[config.mk]
export PLATFORM = sky130hd
export DESIGN_NAME = gregorian_date_day_arithmetic_core
export DESIGN_NICKNAME = d
export VERILOG_FILES = /design/src/sv/gdda_pkg.sv /design/src/sv/gregorian_date_day_arithmetic_core.sv
export VERILOG_INCLUDE_DIRS = /design/src /design/src/sv
export SDC_FILE = /design/constraint.sdc
export NUM_CORES = 2
export LEC_CHECK = 0
export BUFFER_PORTS_ARGS = -buffer_cell sky130_fd_sc_hd__clkbuf_2
export CAP_MARGIN = 30
export CORE_MARGIN = 3
export CORE_UTILIZATION = 60
export CTS_CLUSTER_DIAMETER = 80
export DETAILED_ROUTE_END_ITERATION = 6
export PLACE_DENSITY = 0.83
export REMOVE_ABC_BUFFERS = 1
export SETUP_SLACK_MARGIN = 0.3
export SLEW_MARGIN = 20
export SYNTH_ARGS = -nofsm -noshare
export SYNTH_HDL_FRONTEND = slang
export SYNTH_SLANG_ARGS = --single-unit
[constraint.sdc]
create_clock -name aclk -period 21.8 [get_ports aclk]
set_clock_uncertainty 0.15 [all_clocks]
set_input_delay 2.18 -clock aclk [delete_from_list [all_inputs] [get_ports aclk]]
set_output_delay 2.18 -clock aclk [all_outputs]
set_load 0.1 [all_outputs]
[src/sv/gregorian_date_day_arithmetic_core_assert.svh]
// Assertion macros for the Gregorian date arithmetic core.
// Plain SystemVerilog, no dependencies; included by the top level.
`ifndef GREGORIAN_DATE_DAY_ARITHMETIC_CORE_ASSERT_SVH
`define GREGORIAN_DATE_DAY_ARITHMETIC_CORE_ASSERT_SVH

// Check cons in the same cycle as ante.
`define GDDA_ASSERT_NOW(label, clk, rst_n, ante, cons, msg) \
    label: assert property (@(posedge clk) disable iff (!rst_n) (ante) |-> (cons)) \
        else $error(msg);

// Check cons in the cycle after ante.
`define GDDA_ASSERT_NEXT(label, clk, rst_n, ante, cons, msg) \
    label: assert property (@(posedge clk) disable iff (!rst_n) (ante) |=> (cons)) \
        else $error(msg);

`endif

[src/sv/gdda_pkg.sv]
// Types, calendar constants and per-date helper functions for the
// Gregorian date arithmetic core. No dependencies.
package gdda_pkg;

    localparam int unsigned NSTG = 12;

    localparam logic [8:0]  YEAR_DAYS  = 9'd365;
    localparam logic [8:0]  YEAR0_DAYS = 9'd366;
    localparam int unsigned D4   = 1461;
    localparam int unsigned D100 = 36524;
    localparam int unsigned D400 = 146097;
    localparam logic [13:0] MAX_YEAR   = 14'd9999;
    localparam logic [3:0]  LAST_MONTH = 4'd12;
    localparam logic [4:0]  LAST_DAY   = 5'd31;
    // first count whose year lies past the last representable year
    localparam logic [24:0] SAT_COUNT  = 25'd3652426;

    // reciprocals for exact division by constants over the operand ranges used
    localparam int unsigned K100 = 19;
    localparam logic [12:0] M100 = 13'(((64'd1 << K100) + 64'd99) / 64'd100);
    localparam int unsigned K400 = 40;
    localparam logic [22:0] M400 =
        23'(((64'd1 << K400) + 64'(D400) - 64'd1) / 64'(D400));
    localparam int unsigned K4 = 28;
    localparam logic [17:0] M1461 =
        18'(((64'd1 << K4) + 64'(D4) - 64'd1) / 64'(D4));

    typedef struct packed {
        logic [13:0] year;
        logic [3:0]  mi;
        logic [4:0]  day;
        logic [7:0]  qp100;
        logic [5:0]  qp400;
        logic [7:0]  qy100;
    } date0_t;

    typedef struct packed {
        logic [22:0] dby;
        logic [8:0]  part;
        logic        leap_add;
    } date1_t;

    typedef struct packed {
        logic        npos;
        logic        sat;
        logic        yr0;
        logic [8:0]  doy0;
        logic [23:0] ser;
    } side_t;

    function automatic logic [8:0] days_before_month(input logic [3:0] mi);
        logic [8:0] r;
        case (mi)
            4'd0:    r = 9'd0;
            4'd1:    r = 9'd31;
            4'd2:    r = 9'd59;
            4'd3:    r = 9'd90;
            4'd4:    r = 9'd120;
            4'd5:    r = 9'd151;
            4'd6:    r = 9'd181;
            4'd7:    r = 9'd212;
            4'd8:    r = 9'd243;
            4'd9:    r = 9'd273;
            4'd10:   r = 9'd304;
            4'd11:   r = 9'd334;
            default: r = 9'd0;
        endcase
        return r;
    endfunction

    function automatic logic [8:0] month_start(input logic [3:0] mi, input logic leap);
        return days_before_month(mi) + 9'(leap && (mi >= 4'd2));
    endfunction

    // clamp the month and form the century quotients
    function automatic date0_t date_split(input logic [13:0] y, input logic [3:0] m,
                                          input logic [4:0] d);
        date0_t r;
        logic [13:0] p;
        logic [26:0] pp;
        logic [24:0] pq;
        logic [26:0] py;
        p  = y - 14'd1;
        pp = 27'(p) * 27'(M100);
        pq = 25'(p[13:2]) * 25'(M100);
        py = 27'(y) * 27'(M100);
        r.year = y;
        if (m == 4'd0) begin
            r.mi = 4'd0;
        end else if (m > LAST_MONTH) begin
            r.mi = 4'd11;
        end else begin
            r.mi = m - 4'd1;
        end
        r.day   = d;
        r.qp100 = pp[K100 +: 8];
        r.qp400 = pq[K100 +: 6];
        r.qy100 = py[K100 +: 8];
        return r;
    endfunction

    // days before the year, leap flag and the in-year part of the serial
    function automatic date1_t date_base(input date0_t a);
        date1_t r;
        logic [13:0] p;
        logic [13:0] r100;
        logic leap;
        p    = a.year - 14'd1;
        r100 = a.year - 14'(a.qy100) * 14'd100;
        leap = ((a.year[1:0] == 2'd0) && (r100 != 14'd0)) ||
               ((r100 == 14'd0) && (a.qy100[1:0] == 2'd0));
        if (a.year == 14'd0) begin
            r.dby = 23'd0;
        end else begin
            r.dby = 23'(a.year) * 23'(YEAR_DAYS) + 23'(p[13:2]) - 23'(a.qp100)
                  + 23'(a.qp400) + 23'd1;
        end
        r.part     = days_before_month(a.mi) + 9'(a.day);
        r.leap_add = leap && (a.mi >= 4'd2);
        return r;
    endfunction

    function automatic logic [22:0] date_serial(input date1_t a);
        return a.dby + 23'(a.part) + 23'(a.leap_add);
    endfunction

endpackage

[src/sv/gregorian_date_day_arithmetic_core.sv]
// Channel  Ports                          Word
// -------  -----------------------------  ------------------------------------------
// input    s_valid / s_ready / s_*        command, two dates, day offset
// output   m_valid / m_ready / m_*        date, serial count, invalid flag
//
// Twelve-stage pipeline: one word per cycle unless a full pipeline waits on m_ready.
// The depth is set by the two reciprocal multiplies (400-year and 4-year cycles),
// each followed by a remainder stage, plus the month search at the end.
// aresetn (synchronous) clears the stage valid bits; payload registers are not reset.
// A stage loads whenever it is empty or the stage after it moves, so bubbles close up
// and s_ready stays high while any stage is free, also when a result waits on m_ready.
// Depends on gdda_pkg and gregorian_date_day_arithmetic_core_assert.svh.
`include "gregorian_date_day_arithmetic_core_assert.svh"

module gregorian_date_day_arithmetic_core (
    input  logic               aclk,
    input  logic               aresetn,
    input  logic               s_valid,
    output logic               s_ready,
    input  logic               s_command,
    input  logic [13:0]        s_first_year,
    input  logic [3:0]         s_first_month,
    input  logic [4:0]         s_first_day,
    input  logic [13:0]        s_second_year,
    input  logic [3:0]         s_second_month,
    input  logic [4:0]         s_second_day,
    input  logic [21:0]        s_day_offset,
    output logic               m_valid,
    input  logic               m_ready,
    output logic [13:0]        m_out_year,
    output logic [3:0]         m_out_month,
    output logic [4:0]         m_out_day,
    output logic signed [23:0] m_serial_count,
    output logic               m_invalid
);
    import gdda_pkg::*;

    logic [NSTG-1:0] v_reg;
    logic [NSTG-1:0] en;

    // stage 0: month clamp and century quotients
    logic        cmd0_reg;
    logic [21:0] off0_reg;
    date0_t      da0_reg, db0_reg;
    // stage 1: days before year and in-year part
    logic        cmd1_reg;
    logic [21:0] off1_reg;
    date1_t      da1_reg, db1_reg;
    // stage 2: serials
    logic        cmd2_reg;
    logic [21:0] off2_reg;
    logic [22:0] sa2_reg, sb2_reg;
    // stage 3: signed count
    logic [24:0] cnt3_reg;
    // stage 4: flags and day index past year 0
    side_t       sd4_reg;
    logic [21:0] w4_reg;
    side_t       sd4_next;
    logic [21:0] w4_next;
    logic [24:0] zc4, wc4;
    // stage 5: 400-year product
    side_t       sd5_reg;
    logic [21:0] w5_reg;
    logic [44:0] p5_reg;
    // stage 6: 400-year quotient and remainder
    side_t       sd6_reg;
    logic [4:0]  n400_6_reg;
    logic [17:0] r6_reg;
    logic [4:0]  n400_6_next;
    logic [21:0] rem6;
    // stage 7: centuries
    side_t       sd7_reg;
    logic [4:0]  n400_7_reg;
    logic [1:0]  n100_7_reg;
    logic [15:0] r7_reg;
    logic [1:0]  n100_7_next;
    logic [17:0] rem7;
    // stage 8: 4-year product
    side_t       sd8_reg;
    logic [4:0]  n400_8_reg;
    logic [1:0]  n100_8_reg;
    logic [15:0] r8_reg;
    logic [33:0] p8_reg;
    // stage 9: 4-year quotient and remainder
    side_t       sd9_reg;
    logic [6:0]  nc9_reg;
    logic [4:0]  n4_9_reg;
    logic [10:0] r9_reg;
    logic [4:0]  n4_9_next;
    logic [15:0] rem9;
    // stage 10: year, day of year, leap
    side_t       sd10_reg;
    logic [13:0] year10_reg;
    logic [8:0]  doy10_reg;
    logic        leap10_reg;
    logic [13:0] year10_next;
    logic [8:0]  doy10_next;
    logic        leap10_next;
    logic [1:0]  n1_10;
    logic [10:0] rem10;
    // stage 11: output word
    logic [13:0] oyear_reg, oyear_next;
    logic [3:0]  omonth_reg, omonth_next;
    logic [4:0]  oday_reg, oday_next;
    logic [23:0] oser_reg;
    logic        oinv_reg, oinv_next;
    logic [3:0]  midx11;
    logic [8:0]  dayoff11;

    // a stage moves when it or any stage after it has room
    for (genvar k = 0; k < NSTG; k++) begin : g_en
        assign en[k] = m_ready || !(&v_reg[NSTG-1:k]);
    end

    assign s_ready = en[0];
    assign m_valid = v_reg[NSTG-1];

    always_ff @(posedge aclk) begin
        if (!aresetn) begin
            v_reg <= '0;
        end else begin
            if (en[0]) begin
                v_reg[0] <= s_valid;
            end
            for (int k = 1; k < NSTG; k++) begin
                if (en[k]) begin
                    v_reg[k] <= v_reg[k-1];
                end
            end
        end
    end

    always_ff @(posedge aclk) begin
        if (en[0]) begin
            cmd0_reg <= s_command;
            off0_reg <= s_day_offset;
            da0_reg  <= date_split(s_first_year, s_first_month, s_first_day);
            db0_reg  <= date_split(s_second_year, s_second_month, s_second_day);
        end
        if (en[1]) begin
            cmd1_reg <= cmd0_reg;
            off1_reg <= off0_reg;
            da1_reg  <= date_base(da0_reg);
            db1_reg  <= date_base(db0_reg);
        end
        if (en[2]) begin
            cmd2_reg <= cmd1_reg;
            off2_reg <= off1_reg;
            sa2_reg  <= date_serial(da1_reg);
            sb2_reg  <= date_serial(db1_reg);
        end
        if (en[3]) begin
            // two's complement over 25 bits; the true range always fits
            cnt3_reg <= cmd2_reg ? ({2'b00, sa2_reg} - {2'b00, sb2_reg})
                                 : ({2'b00, sa2_reg} + {3'b000, off2_reg});
        end
    end

    always_comb begin
        zc4 = cnt3_reg - 25'd1;
        wc4 = cnt3_reg - 25'(YEAR0_DAYS) - 25'd1;
        sd4_next.npos = cnt3_reg[24] || (cnt3_reg == 25'd0);
        sd4_next.sat  = !cnt3_reg[24] && (cnt3_reg >= SAT_COUNT);
        sd4_next.yr0  = cnt3_reg[23:0] <= 24'(YEAR0_DAYS);
        sd4_next.doy0 = zc4[8:0];
        sd4_next.ser  = cnt3_reg[23:0];
        w4_next       = wc4[21:0];
    end

    always_comb begin
        n400_6_next = p5_reg[K400 +: 5];
        rem6        = w5_reg - 22'(n400_6_next) * 22'(D400);
    end

    always_comb begin
        if (r6_reg >= 18'(3 * D100)) begin
            n100_7_next = 2'd3;
        end else if (r6_reg >= 18'(2 * D100)) begin
            n100_7_next = 2'd2;
        end else if (r6_reg >= 18'(D100)) begin
            n100_7_next = 2'd1;
        end else begin
            n100_7_next = 2'd0;
        end
        rem7 = r6_reg - 18'(n100_7_next) * 18'(D100);
    end

    always_comb begin
        n4_9_next = p8_reg[K4 +: 5];
        rem9      = r8_reg - 16'(n4_9_next) * 16'(D4);
    end

    always_comb begin
        if (r9_reg >= 11'(3 * YEAR_DAYS)) begin
            n1_10 = 2'd3;
        end else if (r9_reg >= 11'(2 * YEAR_DAYS)) begin
            n1_10 = 2'd2;
        end else if (r9_reg >= 11'(YEAR_DAYS)) begin
            n1_10 = 2'd1;
        end else begin
            n1_10 = 2'd0;
        end
        rem10 = r9_reg - 11'(n1_10) * 11'(YEAR_DAYS);
        if (sd9_reg.yr0) begin
            year10_next = 14'd0;
            doy10_next  = sd9_reg.doy0;
            leap10_next = 1'b1;
        end else begin
            year10_next = 14'(nc9_reg) * 14'd100 + 14'({n4_9_reg, n1_10}) + 14'd1;
            doy10_next  = rem10[8:0];
            leap10_next = (n1_10 == 2'd3) && ((n4_9_reg != 5'd24) || (nc9_reg[1:0] == 2'd3));
        end
    end

    always_comb begin
        midx11 = 4'd0;
        for (int k = 1; k < 12; k++) begin
            if (doy10_reg >= month_start(4'(k), leap10_reg)) begin
                midx11 = 4'(k);
            end
        end
        dayoff11 = doy10_reg - month_start(midx11, leap10_reg) + 9'd1;
        if (sd10_reg.npos) begin
            oyear_next  = 14'd0;
            omonth_next = 4'd0;
            oday_next   = 5'd0;
            oinv_next   = 1'b1;
        end else if (sd10_reg.sat) begin
            oyear_next  = MAX_YEAR;
            omonth_next = LAST_MONTH;
            oday_next   = LAST_DAY;
            oinv_next   = 1'b1;
        end else begin
            oyear_next  = year10_reg;
            omonth_next = midx11 + 4'd1;
            oday_next   = dayoff11[4:0];
            oinv_next   = 1'b0;
        end
    end

    always_ff @(posedge aclk) begin
        if (en[4]) begin
            sd4_reg <= sd4_next;
            w4_reg  <= w4_next;
        end
        if (en[5]) begin
            sd5_reg <= sd4_reg;
            w5_reg  <= w4_reg;
            p5_reg  <= 45'(w4_reg) * 45'(M400);
        end
        if (en[6]) begin
            sd6_reg    <= sd5_reg;
            n400_6_reg <= n400_6_next;
            r6_reg     <= rem6[17:0];
        end
        if (en[7]) begin
            sd7_reg    <= sd6_reg;
            n400_7_reg <= n400_6_reg;
            n100_7_reg <= n100_7_next;
            r7_reg     <= rem7[15:0];
        end
        if (en[8]) begin
            sd8_reg    <= sd7_reg;
            n400_8_reg <= n400_7_reg;
            n100_8_reg <= n100_7_reg;
            r8_reg     <= r7_reg;
            p8_reg     <= 34'(r7_reg) * 34'(M1461);
        end
        if (en[9]) begin
            sd9_reg  <= sd8_reg;
            nc9_reg  <= {n400_8_reg, n100_8_reg};
            n4_9_reg <= n4_9_next;
            r9_reg   <= rem9[10:0];
        end
        if (en[10]) begin
            sd10_reg   <= sd9_reg;
            year10_reg <= year10_next;
            doy10_reg  <= doy10_next;
            leap10_reg <= leap10_next;
        end
        if (en[11]) begin
            oyear_reg  <= oyear_next;
            omonth_reg <= omonth_next;
            oday_reg   <= oday_next;
            oser_reg   <= sd10_reg.ser;
            oinv_reg   <= oinv_next;
        end
    end

    assign m_out_year     = oyear_reg;
    assign m_out_month    = omonth_reg;
    assign m_out_day      = oday_reg;
    assign m_serial_count = $signed(oser_reg);
    assign m_invalid      = oinv_reg;

    `GDDA_ASSERT_NOW(a_valid_date_range, aclk, aresetn, (m_valid && !m_invalid),
        (m_out_year <= MAX_YEAR && m_out_month >= 4'd1 && m_out_month <= LAST_MONTH
         && m_out_day >= 5'd1 && m_out_day <= LAST_DAY),
        "valid result carries a date out of range")
    `GDDA_ASSERT_NOW(a_nonpos_zero_date, aclk, aresetn, (m_valid && m_invalid && m_out_month == 4'd0),
        (m_out_year == 14'd0 && m_out_day == 5'd0),
        "non-positive count must give an all-zero date")
    `GDDA_ASSERT_NEXT(a_accept_enters, aclk, aresetn, (s_valid && s_ready), v_reg[0],
        "accepted word did not enter the first stage")

endmodule
## Word-level counts from Yosys, hierarchy flattened

Memories as Yosys holds them, arrays and structs flattened.
Index checks and enable logic that the tools add are counted.

- Memories kept: 3
- Logic and storage cells: 285
- Flip-flop bits (word level): 826
- Memory bits (read-only): 432

- Multipliers: 17
- $add $sub $neg: 47
- Mux-type cells: 27
- Reductions and logical operators: 65
- Magnitude comparators: 24
- Eq/ne operators: 3

Memory list:

| name | depth | width | read ports | clocked after Yosys merged registers in | write ports | RTL line | text |
|---|---|---|---|---|---|---|---|
| (name not given) | 16 | 9 | 1 | 0 | 0 | gdda_pkg.sv:53 | `case (mi)` |
| (name not given) | 16 | 9 | 1 | 0 | 0 | gdda_pkg.sv:53 |  |
| (name not given) | 16 | 9 | 1 | 0 | 0 | gdda_pkg.sv:53 |  |

Operators by type and width:

| cell | count |
|---|---|
| multiplier 14 x 13 -> 27 bit, second input constant | 4 |
| greater-or-equal comparator 9 bit | 7 |
| zero test 14 bit | 4 |
| subtractor 14 x 1 -> 14 bit, second input constant | 4 |
| two-way mux 4 bit | 13 |
| multiplier 12 x 13 -> 25 bit, second input constant | 2 |
| adder 23 x 1 -> 23 bit | 2 |
| adder 23 x 1 -> 23 bit, second input constant | 2 |
| adder 23 x 12 -> 23 bit | 2 |
| adder 23 x 6 -> 23 bit | 2 |
| adder 23 x 9 -> 23 bit | 2 |
| multiplier 14 x 9 -> 23 bit, second input constant | 2 |
| subtractor 23 x 8 -> 23 bit | 2 |
| multiplier 22 x 22 -> 44 bit, second input constant | 1 |
| adder 8 x 1 -> 9 bit, first input constant | 4 |
| greater-or-equal comparator 18 x 17 -> 1 bit, second input constant | 2 |
| multiplier 16 x 18 -> 33 bit, second input constant | 1 |
| nonzero test 14 bit | 2 |
| subtractor 14 bit | 2 |
| adder 9 x 1 -> 9 bit, first input constant | 3 |
| two-way mux 9 bit | 3 |
| greater-or-equal comparator 25 x 22 -> 1 bit, second input constant | 1 |
| zero test 25 bit | 1 |
| two-way mux 25 bit | 1 |
| other kinds (58) | 114 |

## Logic depth before layout (Yosys ltp)

- Word-level depth: 18
- Gate-level depth with buffers: 28
- Depth with buffers taken out: 28

## Worst setup path after synthesis

Ideal clock, no wire load.

- Path type: input -> output
- Start point: input port m_ready
- End point: output port s_ready
- Buffers on the path: 0
- Setup slack: 12.675 ns
- Arrival time: 6.795 ns
- Stages on the path: 8
- Required time: 19.470 ns
- Cell sequence: nor2b_1 > inv_2 > nor2_1 > and2_1 > and3_1 > and2_1 > and3_1 > nand2_1

- Cells in the longest elaborated chain, start to end: 1

RTL lines:

| item | RTL line | text |
|---|---|---|
| start, declared | gregorian_date_day_arithmetic_core.sv:29 | `input logic m_ready,` |
| logical OR 1 bit | gregorian_date_day_arithmetic_core.sv:112 | `assign en[k] = m_ready \|\| !(&v_reg[NSTG-1:k]);` |
| end, declared | gregorian_date_day_arithmetic_core.sv:19 | `output logic s_ready,` |

Every way passes these cells.

## Worst setup path after layout

- Start point: input port s_second_year[2]
- End point: register db0_reg[13] (netlist bit) (data pin)

- Cells in the longest elaborated chain, start to end: 2

RTL lines:

| item | RTL line | text |
|---|---|---|
| start, declared | gregorian_date_day_arithmetic_core.sv:24 | `input logic [13:0] s_second_year,` |
| subtractor 14 x 1 -> 14 bit | gdda_pkg.sv:83 | `p = y - 14'd1;` |
| multiplier 12 x 13 -> 25 bit | gdda_pkg.sv:85 | `pq = 25'(p[13:2]) * 25'(M100);` |
| end signal, assigned | gregorian_date_day_arithmetic_core.sv:138 | `db0_reg <= date_split(s_second_year, s_second_month, s_second_day);` |
| end, declared | gregorian_date_day_arithmetic_core.sv:44 | `date0_t da0_reg, db0_reg;` |

Every way passes these cells.
A chain may end at the register's enable or synchronous reset.

==> tab_implementation.tex <==
\begin{tabular}{lr}
\hline
Metric & Value \\
\hline
\multicolumn{2}{l}{\textbf{Clocking}} \\
Post-CTS Hold Buffers & 0 \\
Buffer depth of the longest clock path & 3 \\
Number of buffers created by CTS & slightly above 80 \\
Gates resized, CTS repair & 0 \\
Clock Root Buffer & sky130\_fd\_sc\_hd\_\_clkbuf\_16 \\
CTS tree & yes \\
Maximum level of the CTS H-tree & 3 \\
Clock latency at the later pin of the worst-skew pair & between 0.6 and 0.7 ns \\
Clock transition time at the flip-flop clock pins of the worst setup and hold paths & 0.06 ns \\
Sink count of the clock tree & between 700 and 800 \\
Post-CTS setup buffer count & 0 \\
\multicolumn{2}{l}{\textbf{Finish}} \\
Highest-count cells in the layout ignoring fill and taps & 1635 x sky130\_fd\_sc\_hd\_\_inv\_1, 1362 x sky130\_fd\_sc\_hd\_\_ha\_1, 848 x sky130\_fd\_sc\_hd\_\_fa\_1 \\
Most common library cell in the layout ignoring fill and taps & sky130\_fd\_sc\_hd\_\_inv\_1 \\
Post-layout nets & 9048 \\
Count of filler cells inserted in the layout & $\sim$9000 \\
Combined area of the multi-input logic cells & $\sim$46000 µm² \\
Sequential standard cell area & around 23000 µm² \\
Synth-to-Final Area Change & 7.49\% \\
Share of layout cells above drive strength 1 & 0.0482 \\
Count of antenna diodes in the layout & 0 \\
\multicolumn{2}{l}{\textbf{Global route}} \\
Total global-route track usage & 0.243 \\
Number of antenna violations at the first check in global routing & 1 \\
Number of global-route vias before repair & 50150 \\
Global-route wire length before repair & 253 mm \\
Global-route congestion overflow total & 0 \\
Pin count of the biggest net entering global routing & 81 \\
\multicolumn{2}{l}{\textbf{Worst setup path}} \\
Type of the worst setup path & primary input to flop \\
Crit-path slowest cell & sky130\_fd\_sc\_hd\_\_fa\_1 \\
R2r endpoint & p5\_reg[44]\$\_DFFE\_PP\_ \\
Kind of start point of the critical path & primary input \\
Worst EP required & 22.01 ns \\
FF-to-FF Start & w4\_reg[3]\$\_DFFE\_PP\_ \\
Delay of the slowest critical-path stage & 0.55 ns \\
WP buf/inv & 7 \\
CP Capture Type & flop \\
Path depth of the worst reg2reg path & 21 \\
Worst reg2reg setup slack & approximately 14 ns \\
Category of cells accounting for the largest share of critical-path delay & adder cells \\
Crit path max fanout & 8 \\
Arr. time, crit path & 9.06 ns \\
\multicolumn{2}{l}{\textbf{Logic synthesis}} \\
Share of the yosys chip area belonging to registers & 0.302 \\
Yosys warnings & 0 \\
Most frequently used flop master after synthesis & sky130\_fd\_sc\_hd\_\_edfxtp\_1 \\
Async set-reset flop share out of synthesis & 0 \\
Post-synthesis sequential element count & approximately 760 \\
Netlist Area Pre-Place & roughly 75000 µm² \\
Number of distinct library cells after synthesis & 90 \\
Cells after Synth & between 6000 and 7000 \\
Avg Inst Size Synth & approximately 11 µm² \\
Post-synth EDFFs & around 750 \\
\multicolumn{2}{l}{\textbf{STA}} \\
Worst-margin pin slew & just over 0.9 ns \\
Highest attainable clock frequency & 113 MHz \\
Sum of negative setup slack & 0 ns \\
Final cycle utilization of the critical path & 0.406 \\
Max-slew headroom at the worst pin & 0.383 \\
Final Max Slew Viols & 0 \\
RSZ-0062 raised after global routing & no \\
Crit path time final & a little under 9 ns \\
Number of failing hold endpoints at the final stage & 0 \\
Setup violations, final & 0 \\
\multicolumn{2}{l}{\textbf{Floorplanning}} \\
Core area & about 120000 µm² \\
Width of the die & between 300 and 400 µm \\
Starting utilization of the core area & 0.610 \\
Total die area & 129000 µm² \\
Top-Level Pins & $\sim$120 \\
Number of rows in the core area & roughly 130 \\
Overall die height & approximately 360 µm \\
\multicolumn{2}{l}{\textbf{Outcome}} \\
Run status & completed \\
\multicolumn{2}{l}{\textbf{Place}} \\
Half-perimeter wire length after placement & around 130 mm \\
\# port buffers & between 100 and 150 \\
Final RePlAce weighted congestion & between 0.9 and 1 \\
\multicolumn{2}{l}{\textbf{Route}} \\
Final routed DRC violation total & 0 \\
Vias per std cell & between 5 and 6 \\
Routed Wire Length & 153 mm \\
Average routed wire per standard cell & between 15 and 20 µm \\
Routed Antenna Nets & 0 \\
Iter 0 DRT Violations & 2482 \\
Via count & around 46000 \\
Number of iterations in the first detailed-routing pass & 5 \\
\multicolumn{2}{l}{\textbf{Min path}} \\
Type of the most critical hold path & flop to flop \\
Hold wc startpoint & off0\_reg[8]\$\_DFFE\_PP\_ \\
Worst hold path depth & 0 \\
Hold-critical path endpoint & off1\_reg[8]\$\_DFFE\_PP\_ \\
\multicolumn{2}{l}{\textbf{Flow run}} \\
Max-cap violation count & 0 \\
\hline
\end{tabular}
-- cell families after synthesis --
kind of cell,Yosys count,share of synthesized area
adder cells (fa/ha/maj),2210,0.454
buffers and inverters,1678,0.0841
AND/OR/NAND/NOR,796,0.0515
flip-flops,757,0.302
AO/OA/AOI/OAI,732,0.0633
XOR/XNOR,363,0.0428
multiplexers,16,0.00227
-- area by class of cell --
| cell class | instances | share of cell area |
|---|---|---|
| multi-input combinational | 4117 | 0.572 |
| clock buffer | 96 | 0.0261 |
| inverter | 1644 | 0.0767 |
| sequential | 757 | 0.281 |
| timing repair buffer | 164 | 0.0122 |
| tap | 1625 | 0.0253 |
| clock inverter | 52 | 0.00740 |
-- routing by layer --
layer	GRT usage	part of all wire
met2	0.436	0.51
met5	0	0
met1	0.304	0.41
met3	0.0270	0.039
met4	0.0883	0.038
-- worst max-delay path by stage --
stage / startpoint / endpoint / cells past startpoint
final: s_second_year[2] / db0_reg[13]$_DFFE_PP_ / 28
after global routing: s_second_year[2] / db0_reg[13]$_DFFE_PP_ / 28
after CTS: s_second_year[2] / db0_reg[13]$_DFFE_PP_ / 27
after detailed placement: s_second_year[2] / db0_reg[13]$_DFFE_PP_ / 27
after global placement: s_second_year[2] / db0_reg[13]$_DFFE_PP_ / 25
after floorplan: m_ready / s_ready / 8
-- Yosys cell counts, types with 35 or more instances --
library cell / n / area [µm²]
sky130_fd_sc_hd__inv_1: 1640 / 6160
sky130_fd_sc_hd__a21o_1: 78 / 586
sky130_fd_sc_hd__o21bai_1: 35 / 263
sky130_fd_sc_hd__o21a_1: 45 / 338
sky130_fd_sc_hd__nand3_1: 63 / 315
sky130_fd_sc_hd__xor2_1: 120 / 1050
sky130_fd_sc_hd__o21ai_1: 70 / 350
sky130_fd_sc_hd__a21oi_1: 204 / 1020
sky130_fd_sc_hd__xnor2_1: 241 / 2110
sky130_fd_sc_hd__nor2_1: 229 / 860
sky130_fd_sc_hd__ha_1: 1362 / 17000
sky130_fd_sc_hd__edfxtp_1: 745 / 22400
sky130_fd_sc_hd__o21ai_0: 93 / 465
sky130_fd_sc_hd__nor2b_1: 64 / 400
sky130_fd_sc_hd__nor3_1: 69 / 345
sky130_fd_sc_hd__nand2_1: 176 / 661
sky130_fd_sc_hd__fa_1: 848 / 17000
-- stage by stage --
stage | util | setup slack (ns) | std cells | area, µm² | hold WS, ns
after floorplan | - | 12.68 | 6518 | 74800 | 0.250
after global placement | 0.633 | 12.12 | 8300 | 77700 | 0.251
after detailed placement | 0.633 | 11.98 | 8302 | 77700 | 0.255
after CTS | 0.655 | 12.54 | 8450 | 80400 | 0.243
after global routing | 0.655 | 12.53 | 8455 | 80500 | 0.244
final | 0.655 | 12.95 | 8455 | 80500 | 0.245
Power is not shown: default switching activity piles up to over one toggle a cycle in this logic, so the estimate is an artifact.
